$ cat config.mk
export PLATFORM = sky130hd
export DESIGN_NAME = counting_semaphore_wait_queue_unit
export DESIGN_NICKNAME = d
export VERILOG_FILES = /design/src/cswq_pkg.sv /design/src/cswq_ram.sv /design/src/cswq_ctrl.sv /design/src/counting_semaphore_wait_queue_unit.sv
export SDC_FILE = /design/constraint.sdc
export NUM_CORES = 1
export LEC_CHECK = 0
export ABC_AREA = 1
export BUFFER_PORTS_ARGS = -buffer_cell sky130_fd_sc_hd__buf_2
export CAP_MARGIN = 20
export CORE_MARGIN = 4
export CORE_UTILIZATION = 30
export DETAILED_ROUTE_END_ITERATION = 10
export GPL_TIMING_DRIVEN = 0
export PLACE_DENSITY_LB_ADDON = 0.15
export SLEW_MARGIN = 10
export SYNTH_ARGS = -nofsm -noshare
export SYNTH_HDL_FRONTEND = slang
export SYNTH_SLANG_ARGS = --single-unit
$ cat constraint.sdc
create_clock -name clk -period 5 [get_ports clk]
set_input_delay 1 -clock clk [delete_from_list [all_inputs] [get_ports clk]]
set_output_delay 1 -clock clk [all_outputs]
set_load 0.02 [all_outputs]
$ cat src/cswq_pkg.sv
// Shared types, sizes and codes for the counting semaphore wait-queue unit.
// No dependencies; used by every module of the unit except cswq_ram.
`default_nettype none

package cswq_pkg;

    // Queue and field sizes
    localparam int QDEPTH      = 16;
    localparam int JOB_ID_BITS = 8;
    localparam int QIDX_W      = (QDEPTH > 1) ? $clog2(QDEPTH) : 1;
    localparam int CNT_W       = $clog2(QDEPTH + 1);
    localparam int ID_PORT_W   = 8;
    localparam int ACTION_W    = 2;
    localparam int STATUS_W    = 3;
    localparam int LIMIT_W     = 8;
    localparam int HOLDER_W    = 8;

    localparam logic [HOLDER_W-1:0] HOLDER_MAX = '1;
    localparam logic [CNT_W-1:0]    QDEPTH_CNT = CNT_W'(QDEPTH);

    // Request kinds
    localparam logic [ACTION_W-1:0] ACT_ACQUIRE = 2'd0;
    localparam logic [ACTION_W-1:0] ACT_RELEASE = 2'd1;
    localparam logic [ACTION_W-1:0] ACT_CANCEL  = 2'd2;

    // Result status codes
    localparam logic [STATUS_W-1:0] ST_GRANTED   = 3'd0;
    localparam logic [STATUS_W-1:0] ST_QUEUED    = 3'd1;
    localparam logic [STATUS_W-1:0] ST_HANDOVER  = 3'd2;
    localparam logic [STATUS_W-1:0] ST_RELEASED  = 3'd3;
    localparam logic [STATUS_W-1:0] ST_CANCELLED = 3'd4;
    localparam logic [STATUS_W-1:0] ST_NOTWAIT   = 3'd5;
    localparam logic [STATUS_W-1:0] ST_ERROR     = 3'd6;

    // One result as handed from the sequencer to the output stage
    typedef struct packed {
        logic [STATUS_W-1:0]  status;
        logic [ID_PORT_W-1:0] woken_job;
        logic                 woken_valid;
    } res_t;

endpackage

`default_nettype wire

$ cat src/cswq_ram.sv
// Generic simple dual-port RAM: one write port, one read port, registered read.
// No dependencies.
`default_nettype none

module cswq_ram #(
    parameter int DEPTH = 16,
    parameter int WIDTH = 8,
    parameter int AW    = (DEPTH > 1) ? $clog2(DEPTH) : 1
) (
    input  logic             clk,
    input  logic             we,
    input  logic [AW-1:0]    waddr,
    input  logic [WIDTH-1:0] wdata,
    input  logic [AW-1:0]    raddr,
    output logic [WIDTH-1:0] rdata
);

    logic [WIDTH-1:0] mem [DEPTH];
    logic [WIDTH-1:0] rdata_reg;

    // Write port
    always_ff @(posedge clk)
    begin
        if (we)
        begin
            mem[waddr] <= wdata;
        end
    end

    // Read port, registered output
    always_ff @(posedge clk)
    begin
        rdata_reg <= mem[raddr];
    end

    assign rdata = rdata_reg;

endmodule

`default_nettype wire

$ cat src/cswq_ctrl.sv
// Request sequencer: holder and waiter counters, queue scan and compaction.
// Depends on cswq_pkg; drives the waiter RAM ports.
`default_nettype none

module cswq_ctrl (
    input  logic                                 clk,
    input  logic                                 rst_n,
    // request in
    input  logic                                 req_valid,
    output logic                                 req_ready,
    input  logic [cswq_pkg::ACTION_W-1:0]        req_action,
    input  logic [cswq_pkg::JOB_ID_BITS-1:0]     req_id,
    input  logic [cswq_pkg::LIMIT_W-1:0]         limit,
    // result out
    output logic                                 res_valid,
    input  logic                                 res_ready,
    output cswq_pkg::res_t                       res,
    // waiter RAM
    output logic                                 ram_we,
    output logic [cswq_pkg::QIDX_W-1:0]          ram_waddr,
    output logic [cswq_pkg::JOB_ID_BITS-1:0]     ram_wdata,
    output logic [cswq_pkg::QIDX_W-1:0]          ram_raddr,
    input  logic [cswq_pkg::JOB_ID_BITS-1:0]     ram_rdata
);

    localparam logic [2:0] S_IDLE     = 3'd0;
    localparam logic [2:0] S_SCAN_RD  = 3'd1;
    localparam logic [2:0] S_SCAN_CMP = 3'd2;
    localparam logic [2:0] S_HEAD     = 3'd3;
    localparam logic [2:0] S_SHIFT_RD = 3'd4;
    localparam logic [2:0] S_SHIFT_WR = 3'd5;
    localparam logic [2:0] S_DONE     = 3'd6;

    logic [2:0]                           state_reg, state_next;
    logic [cswq_pkg::ACTION_W-1:0]        act_reg, act_next;
    logic [cswq_pkg::JOB_ID_BITS-1:0]     id_reg, id_next;
    logic [cswq_pkg::QIDX_W-1:0]          idx_reg, idx_next;
    logic [cswq_pkg::HOLDER_W-1:0]        holder_reg, holder_next;
    logic [cswq_pkg::CNT_W-1:0]           wcount_reg, wcount_next;
    cswq_pkg::res_t                       res_reg, res_next;
    logic                                 idx_last;

    // Current index is the last occupied queue slot
    assign idx_last = ((cswq_pkg::CNT_W'(idx_reg) + cswq_pkg::CNT_W'(1)) == wcount_reg);

    assign req_ready = (state_reg == S_IDLE);
    assign res_valid = (state_reg == S_DONE);
    assign res       = res_reg;

    // Next-state and RAM access logic
    always_comb
    begin
        state_next  = state_reg;
        act_next    = act_reg;
        id_next     = id_reg;
        idx_next    = idx_reg;
        holder_next = holder_reg;
        wcount_next = wcount_reg;
        res_next    = res_reg;
        ram_we      = 1'b0;
        ram_waddr   = idx_reg;
        ram_wdata   = ram_rdata;
        ram_raddr   = idx_reg;

        case (state_reg)
            S_IDLE:
            begin
                // head of queue read goes out every idle cycle
                ram_raddr = '0;
                if (req_valid)
                begin
                    act_next = req_action;
                    id_next  = req_id;
                    idx_next = '0;
                    res_next = '{status: cswq_pkg::ST_ERROR, woken_job: '0, woken_valid: 1'b0};
                    state_next = S_DONE;
                    case (req_action)
                        cswq_pkg::ACT_ACQUIRE:
                        begin
                            if ((holder_reg <= limit) && (holder_reg != cswq_pkg::HOLDER_MAX))
                            begin
                                holder_next     = holder_reg + cswq_pkg::HOLDER_W'(1);
                                res_next.status = cswq_pkg::ST_GRANTED;
                            end
                            else if (wcount_reg == cswq_pkg::QDEPTH_CNT)
                            begin
                                res_next.status = cswq_pkg::ST_ERROR;
                            end
                            else if (wcount_reg == '0)
                            begin
                                // empty queue: no duplicate check needed
                                ram_we          = 1'b1;
                                ram_waddr       = wcount_reg[cswq_pkg::QIDX_W-1:0];
                                ram_wdata       = req_id;
                                wcount_next     = wcount_reg + cswq_pkg::CNT_W'(1);
                                res_next.status = cswq_pkg::ST_QUEUED;
                            end
                            else
                            begin
                                state_next = S_SCAN_CMP;
                            end
                        end
                        cswq_pkg::ACT_RELEASE:
                        begin
                            if (holder_reg == '0)
                            begin
                                res_next.status = cswq_pkg::ST_ERROR;
                            end
                            else if (wcount_reg != '0)
                            begin
                                state_next = S_HEAD;
                            end
                            else
                            begin
                                holder_next     = holder_reg - cswq_pkg::HOLDER_W'(1);
                                res_next.status = cswq_pkg::ST_RELEASED;
                            end
                        end
                        cswq_pkg::ACT_CANCEL:
                        begin
                            if (wcount_reg == '0)
                            begin
                                res_next.status = cswq_pkg::ST_NOTWAIT;
                            end
                            else
                            begin
                                state_next = S_SCAN_CMP;
                            end
                        end
                        default:
                        begin
                            res_next.status = cswq_pkg::ST_ERROR;
                        end
                    endcase
                end
            end

            S_SCAN_RD:
            begin
                ram_raddr  = idx_reg;
                state_next = S_SCAN_CMP;
            end

            // Compare one waiter against the request id
            S_SCAN_CMP:
            begin
                if (ram_rdata == id_reg)
                begin
                    if (act_reg == cswq_pkg::ACT_ACQUIRE)
                    begin
                        res_next.status = cswq_pkg::ST_ERROR;
                        state_next      = S_DONE;
                    end
                    else
                    begin
                        res_next.status = cswq_pkg::ST_CANCELLED;
                        state_next      = S_SHIFT_RD;
                    end
                end
                else if (idx_last)
                begin
                    if (act_reg == cswq_pkg::ACT_ACQUIRE)
                    begin
                        ram_we          = 1'b1;
                        ram_waddr       = wcount_reg[cswq_pkg::QIDX_W-1:0];
                        ram_wdata       = id_reg;
                        wcount_next     = wcount_reg + cswq_pkg::CNT_W'(1);
                        res_next.status = cswq_pkg::ST_QUEUED;
                    end
                    else
                    begin
                        res_next.status = cswq_pkg::ST_NOTWAIT;
                    end
                    state_next = S_DONE;
                end
                else
                begin
                    idx_next   = idx_reg + cswq_pkg::QIDX_W'(1);
                    state_next = S_SCAN_RD;
                end
            end

            // Oldest waiter takes ownership
            S_HEAD:
            begin
                res_next.status      = cswq_pkg::ST_HANDOVER;
                res_next.woken_job   = cswq_pkg::ID_PORT_W'(ram_rdata);
                res_next.woken_valid = 1'b1;
                idx_next             = '0;
                state_next           = S_SHIFT_RD;
            end

            // Compaction: fetch the entry behind the gap
            S_SHIFT_RD:
            begin
                ram_raddr = idx_reg + cswq_pkg::QIDX_W'(1);
                if (idx_last)
                begin
                    wcount_next = wcount_reg - cswq_pkg::CNT_W'(1);
                    state_next  = S_DONE;
                end
                else
                begin
                    state_next = S_SHIFT_WR;
                end
            end

            // Compaction: move it one slot forward
            S_SHIFT_WR:
            begin
                ram_we     = 1'b1;
                ram_waddr  = idx_reg;
                ram_wdata  = ram_rdata;
                idx_next   = idx_reg + cswq_pkg::QIDX_W'(1);
                state_next = S_SHIFT_RD;
            end

            S_DONE:
            begin
                if (res_ready)
                begin
                    state_next = S_IDLE;
                end
            end

            default:
            begin
                state_next = S_IDLE;
            end
        endcase
    end

    // Control state
    always_ff @(posedge clk or negedge rst_n)
    begin
        if (!rst_n)
        begin
            state_reg  <= S_IDLE;
            holder_reg <= '0;
            wcount_reg <= '0;
        end
        else
        begin
            state_reg  <= state_next;
            holder_reg <= holder_next;
            wcount_reg <= wcount_next;
        end
    end

    // Request and result payload
    always_ff @(posedge clk)
    begin
        act_reg <= act_next;
        id_reg  <= id_next;
        idx_reg <= idx_next;
        res_reg <= res_next;
    end

endmodule

`default_nettype wire

$ cat src/counting_semaphore_wait_queue_unit.sv
// Top level of the counting semaphore with ordered wait queue.
// Depends on cswq_pkg, cswq_ctrl and cswq_ram.
//
//  Channel  | Signals                          | Carries
//  ---------+----------------------------------+------------------------------------
//  request  | s_tvalid s_tready s_tdata s_tuser | job_id in tdata, action in tuser
//  result   | m_tvalid m_tready m_tdata m_tuser | woken_job in tdata, status/flag in tuser
//  config   | cfg_valid cfg_ready cfg_data      | extra_holder_limit, always ready
//
// One request at a time. Grant, plain release and errors found without a queue
// scan go from idle straight to the done state; a scan reads one waiter at a
// time, alternating read and compare states, and a compaction moves one entry
// at a time, alternating read and write states. A finished result sits in the
// output register while the next request is accepted; while that register is
// full and m_tready is low the sequencer waits in its done state. Reset clears
// counters, limit and output valid; waiter RAM contents are not cleared.
`default_nettype none

module counting_semaphore_wait_queue_unit (
    input  logic                             clk,
    input  logic                             rst_n,
    // request stream
    input  logic                             s_tvalid,
    output logic                             s_tready,
    input  logic [cswq_pkg::ID_PORT_W-1:0]   s_tdata,   // [7:0] job_id
    input  logic [cswq_pkg::ACTION_W-1:0]    s_tuser,   // [1:0] action
    // result stream
    output logic                             m_tvalid,
    input  logic                             m_tready,
    output logic [cswq_pkg::ID_PORT_W-1:0]   m_tdata,   // [7:0] woken_job
    output logic [cswq_pkg::STATUS_W:0]      m_tuser,   // [2:0] status, [3] woken_valid
    // configuration write
    input  logic                             cfg_valid,
    output logic                             cfg_ready,
    input  logic [cswq_pkg::LIMIT_W-1:0]     cfg_data
);

    logic [cswq_pkg::LIMIT_W-1:0]      limit_reg;
    logic                              out_valid_reg;
    cswq_pkg::res_t                    out_reg;
    logic                              res_valid;
    logic                              res_ready;
    cswq_pkg::res_t                    res;
    logic                              ram_we;
    logic [cswq_pkg::QIDX_W-1:0]       ram_waddr;
    logic [cswq_pkg::JOB_ID_BITS-1:0]  ram_wdata;
    logic [cswq_pkg::QIDX_W-1:0]       ram_raddr;
    logic [cswq_pkg::JOB_ID_BITS-1:0]  ram_rdata;

    assign cfg_ready = 1'b1;

    // Limit register
    always_ff @(posedge clk or negedge rst_n)
    begin
        if (!rst_n)
        begin
            limit_reg <= '0;
        end
        else if (cfg_valid)
        begin
            limit_reg <= cfg_data;
        end
    end

    cswq_ctrl u_ctrl (
        .clk        (clk),
        .rst_n      (rst_n),
        .req_valid  (s_tvalid),
        .req_ready  (s_tready),
        .req_action (s_tuser),
        .req_id     (s_tdata[cswq_pkg::JOB_ID_BITS-1:0]),
        .limit      (limit_reg),
        .res_valid  (res_valid),
        .res_ready  (res_ready),
        .res        (res),
        .ram_we     (ram_we),
        .ram_waddr  (ram_waddr),
        .ram_wdata  (ram_wdata),
        .ram_raddr  (ram_raddr),
        .ram_rdata  (ram_rdata)
    );

    cswq_ram #(
        .DEPTH (cswq_pkg::QDEPTH),
        .WIDTH (cswq_pkg::JOB_ID_BITS),
        .AW    (cswq_pkg::QIDX_W)
    ) u_ram (
        .clk   (clk),
        .we    (ram_we),
        .waddr (ram_waddr),
        .wdata (ram_wdata),
        .raddr (ram_raddr),
        .rdata (ram_rdata)
    );

    // Output register
    assign res_ready = !out_valid_reg || m_tready;

    always_ff @(posedge clk or negedge rst_n)
    begin
        if (!rst_n)
        begin
            out_valid_reg <= 1'b0;
        end
        else if (res_ready)
        begin
            out_valid_reg <= res_valid;
        end
    end

    always_ff @(posedge clk)
    begin
        if (res_ready && res_valid)
        begin
            out_reg <= res;
        end
    end

    assign m_tvalid = out_valid_reg;
    assign m_tdata  = out_reg.woken_job;
    assign m_tuser  = {out_reg.woken_valid, out_reg.status};

endmodule

`default_nettype wire

# Word level (Yosys, flattened, before mapping)
# Memories as Yosys holds them, arrays and structs flattened. A register that Yosys moved wholly into a read port is not among the register bits.
# Cells that the tools add are included.
# totals
memories	1
ramBits	128
output_inout_bits	15
register_bits	63
wordCells	146
# memory_table
memory	words	word_bits	read_ports	rd_clocked_by_memory_dff	wr	line_no	text
u_ram.mem	16	8	1	1	1	cswq_ram.sv:18	logic [WIDTH-1:0] mem [DEPTH];
# op_classes
n_reduce_logical	23
n_eq_ne	27
order_cmp	1
mux	74
n_addsub	6
# ops
operator	n
8-bit 2-to-1 mux	11
3-bit 2-to-1 mux	17
5-bit 2-to-1 mux	9
4-bit 2-to-1 mux	11
8-bit one-hot mux with 2 select lines	2
3-bit one-hot mux with 3 select lines	3
3-bit one-hot mux with 6 select lines	1
9-bit one-hot mux with 2 select lines	1
4-bit one-hot mux with 2 select lines	2
4-bit one-hot mux with 4 select lines	1
5-bit one-hot mux with 3 select lines	1
2-bit by 1-bit != test with 1-bit output, second input constant	7
2-bit != test, second input constant	7
12-bit 2-to-1 mux	1
1-bit 2-to-1 mux	10
10-bit AND reduction	1
3-bit equality test, second input constant	3
8-bit by 1-bit adder with 8-bit output, second input constant	1
8-bit equality test	1
8-bit <= comparator	1
8-bit logical NOT	1
8-bit != test, second input constant	1
8-bit by 1-bit subtractor with 8-bit output, second input constant	1
3-bit by 2-bit equality test with 1-bit output, second input constant	2
27 further kinds	35

# Longest topological paths before layout
# depth
word_depth	9
mapped_depth	19

# Hierarchy
# Synthesis repeated with hierarchy kept, for this count alone.
# hier_totals
hier_cells	1074
area_unflattened_um2	9848.2
# by_module_without_submodules
module	n_inst	area_per_inst_um2	cells_per_inst
cswq_ram	1	5766.8	551
cswq_ctrl	1	3353.2	470
counting_semaphore_wait_queue_unit	1	728.2	53

# Least setup slack after synthesis
# Ideal clock, no wire load.
# synth_path
kind	in2reg
startpoint	input s_tuser[0] (netlist bit)
endpoint	register u_ctrl.holder_reg[6] (netlist bit)
required_ns	4.880
cell_stages	11
slack_ns	1.943
arrival_time_ns	2.937
setup_time_ns	0.120
n_path_buf	0
cell_sequence	inv_1 -> nor2_1 -> inv_1 -> fa_1 -> o21ai_0 -> nand2_1 -> a21oi_1 -> nor2_1 -> xnor2_1 -> o21ai_0 -> inv_1
# synth_via
elab_chain_len	3
word_cells_on_any_way	8
cone_classes	4 x eq/ne; 1 x mux; 3 x reduce/logical
# synth_lines
element	line_no	text
start, declared	counting_semaphore_wait_queue_unit.sv:26	input logic [cswq_pkg::ACTION_W-1:0] s_tuser,
2-bit by 1-bit equality test with 1-bit output or 2-bit logical NOT (tied branches)	cswq_ctrl.sv:77	case (req_action)
2-bit != test (no source line), or another cell as far along	--	
6-bit AND reduction (no source line)	--	
end signal, assigned	cswq_ctrl.sv:245	holder_reg <= holder_next;
end, declared	cswq_ctrl.sv:38	logic [cswq_pkg::HOLDER_W-1:0] holder_reg, holder_next;
# Parallel ways exist; a longest one is shown, timed or not.
# A chain may end at the register's enable or synchronous reset.

# Final worst setup path
# layout_path
startpoint	register u_ctrl.state_reg[0]
endpoint	memory u_ram.mem[15][7] (enable)
# layout_via
elab_chain_len	4
word_cells_on_any_way	7
cone_classes	2 x eq/ne; 4 x mux; 1 x reduce/logical
# layout_lines
element	line_no	text
start, declared	cswq_ctrl.sv:34	logic [2:0] state_reg, state_next;
start signal, assigned	cswq_ctrl.sv:244	state_reg <= state_next;
3-bit equality test, or another cell as far along	cswq_ctrl.sv:65	case (state_reg)
1-bit one-hot mux with 3 select lines	cswq_ctrl.sv:65	
1-bit 2-to-1 mux	cswq_ram.sv:24	if (we)
1-bit 2-to-1 mux (implied by the code)	cswq_ram.sv:26	mem[waddr] <= wdata;
end, declared	cswq_ram.sv:18	
# Parallel ways exist; a longest one is shown, timed or not.

==> impl_metrics.json <==
{
  "syn-cell-area_um2": 9090,
  "wl_mm": 23.8,
  "final-setup-viol-count": 0,
  "cts_root_buffer": "clkbuf_16",
  "yosysSeqAreaShare_pct": 63.5,
  "synth_top_family_by_area": "simple AND/OR/NAND/NOR gates",
  "synth-edff-count": 166,
  "drtPass1Iterations": 5,
  "r2r-end": "u_ram.mem[15][7]",
  "setup_tns_ns": 0,
  "ctsLongestPathBuffers": 2,
  "hold_depth": 0,
  "synth_nets": 903,
  "hold_violations": 0,
  "ys_types": 43,
  "slew_violations": 0,
  "r2r.worst_path.cells": 11,
  "worst-setup-path-type": "flop to flop",
  "fp-row-count": 63,
  "maxCapViolations": 0,
  "grt_pass1_vias": 6165,
  "r2r_slack_ns": 1.31,
  "fin_crit_sh_pct": 73.8,
  "synthMuxAreaShare_pct": 0.124,
  "cp-start-kind": "flop",
  "cts-buffers-inserted": 17,
  "utilization_pct": 35.0,
  "finalNonFillerCells": 1318,
  "clock_skew_ns": 0.0208,
  "largest_reg_flops": 128,
  "io_pins": 38,
  "async_reset_ff_share_pct": 12.6,
  "status": "complete, no violations",
  "grt_remaining_overflow": 0,
  "clock-sinks": 199,
  "clk_latency_ns": 0.45,
  "grt_usage_pct": 14.6,
  "io_buffers": 36,
  "rsz0062_at_grt": "no",
  "synth_top_cell_by_area": "edfxtp_1",
  "htreeDepth": 4,
  "cp.arrival_ns": 3.75,
  "yosysWarnings": 0,
  "clk_pin_slew_ns": 0.08,
  "placed_area_um2": 9750,
  "cts_resized": 0,
  "diodes": 0,
  "grt_max_degree": 26,
  "synth_xor_area_share_pct": 1.16,
  "synth_seq_cells": 199,
  "fin_nets": 958,
  "drcViolationCount": 0,
  "grt_pass1_wl_mm": 37.3,
  "place_ws_ns": 1.13,
  "design_area_um2": 10400,
  "initial_utilization_pct": 30.5,
  "vdd_drop_max_v": 0.000275,
  "synth_top_area_share_pct": 54.9,
  "hold_start": "u_ctrl.res[1]",
  "synth_fa_ha_area_share_pct": 2.92,
  "layout-drive-gt1-share_pct": 10.1,
  "power_mw": 7.12,
  "p_leak_nw": 3.89,
  "die_w_um": 182,
  "path_max_fanout": 11,
  "cts_tree": "built",
  "cp.required_ns": 5.06,
  "dp.cells": 1286,
  "synth_flop_cell": "edfxtp_1",
  "holdPathEnd": "m_tdata[0]",
  "gp_congestion": 0.845,
  "worstReg2RegStart": "u_ctrl.state_reg[0]",
  "synth-compound-area-share_pct": 12.9,
  "first_iter_violations": 541,
  "grt_antenna_before_repair": 0,
  "whs_ns": 0.422,
  "tightest_slew_ns": 0.998,
  "powerDensity_nw_per_um2": 684,
  "synthTopCellsByArea": "edfxtp_1, dfrtp_1, o21ai_0",
  "post_drt_via_cell_ratio": 4.79,
  "hold_buffers": 0,
  "drt-wirelength-per-cell_um": 18.1,
  "synth-simple-area-share_pct": 14.6,
  "core_area_um2": 29800,
  "slew_headroom_pct": 33.2,
  "die_h_um": 182,
  "post_cts_buffers": 0,
  "netlist_instances": 860,
  "endpoint_kind": "flop",
  "syn_area_per_cell_um2": 10.6,
  "hold_path_class": "flop to flop",
  "syn2layout_area_growth_pct": 14.6,
  "fmax_mhz": 271,
  "ant_nets": 0,
  "layout_setup_ws_ns": 1.31,
  "vias": 6315,
  "dp_hpwl_mm": 16.6,
  "die_area_um2": 33100,
  "min_period_ns": 3.69
}
-- worst max path at each step --
stage | from | to | slack [ns] | cells past startpoint
2_1_floorplan | s_tuser[0] | u_ctrl.holder_reg[6] | 1.94 | 11
3_3_place_gp | s_tuser[0] | u_ctrl.holder_reg[6] | 1.11 | 12
3_5_place_dp | s_tuser[0] | u_ctrl.holder_reg[6] | 1.13 | 12
4_1_cts | u_ctrl.state_reg[0] | u_ram.mem[15][7] | 1.22 | 11
5_1_grt | u_ctrl.state_reg[0] | u_ram.mem[12][3] | 0.88 | 11
6_report | u_ctrl.state_reg[0] | u_ram.mem[15][7] | 1.31 | 11
-- cell type report --
cell class                      instances  area, um2
Clock inverter                         15        235
Multi-Input combinational cell        552       2880
Tap cell                              390        488
Timing Repair Buffer                   36        180
Clock buffer                           17        425
Sequential cell                       199       5770
Fill cell                            2989      19400
Buffer                                 31        143
Inverter                               78        293
-- logic make-up after synthesis --
family / count (synthesis)
AOI/OAI and AO/OA: 201
xor gates and xnor gates: 12
adders and majority gates: 20
buffers and inverters: 109
DFF: 199
muxes: 1
other: 1
and+or+nand+nor: 317
-- layer usage --
layer | track usage, % | vias up | share of wire (%)
met5 | 0 | - | 0
met4 | 4.62 | 0 | 2.1
met3 | 2.32 | 23 | 3.5
met2 | 23.5 | 123 | 46
met1 | 20.4 | 3026 | 48
li1 | - | 3143 | -
-- where the power goes --
part           internal, mW  total [mW]  switching (mW)
combinational         0.798        3.05            2.25
sequential             2.42        2.58           0.160
clock                 0.750        1.50           0.749
total                  3.96        7.12            3.16
-- cell usage in the layout (no fill, tap or decap), drive strengths merged, types with 8 or more instances in the layout --
| cell | instances |
|---|---|
| clkinv | 8 |
| dfxtp | 8 |
| o21ai | 106 |
| o22ai | 22 |
| nand2 | 135 |
| nand3 | 33 |
| clkbuf | 41 |
| nor2 | 135 |
| o221ai | 16 |
| buf | 43 |
| o211ai | 19 |
| edfxtp | 166 |
| ha | 18 |
| xor2 | 8 |
| inv | 84 |
| a21oi | 32 |
| dfrtp | 25 |
-- Yosys cell counts (2+ instances only) --
| cell type | instances |
|---|---|
| edfxtp_1 | 166 |
| nor2_2 | 2 |
| xor2_1 | 8 |
| dfrtp_1 | 25 |
| buf_4 | 2 |
| clkbuf_1 | 24 |
| nand3_1 | 33 |
| buf_2 | 3 |
| nand2_1 | 134 |
| o21ai_1 | 4 |
| o211ai_1 | 19 |
| fa_1 | 2 |
| o21ai_0 | 101 |
| nand4_1 | 5 |
| inv_1 | 71 |
| xnor2_1 | 4 |
| nor3_1 | 5 |
| inv_2 | 6 |
| dfxtp_1 | 8 |
| a21oi_1 | 32 |
| ha_1 | 18 |
| o221ai_1 | 16 |
| nor2_1 | 127 |
| buf_6 | 2 |
| o22ai_1 | 21 |
| nor2_4 | 5 |
-- critical path, stage by stage, from the launching register on --
cell and delay, ns:
dfrtp_1 0.46, nor2_2 0.38, inv_2 0.15, nor2_8 0.21
inv_2 0.15, nor2_4 0.33, inv_1 0.15, o21ai_0 0.26
a21oi_1 0.10, nor2_1 0.16, nand2_1 0.19, nor2_1 0.75
Note: power is estimated with default switching activity, not from simulation.
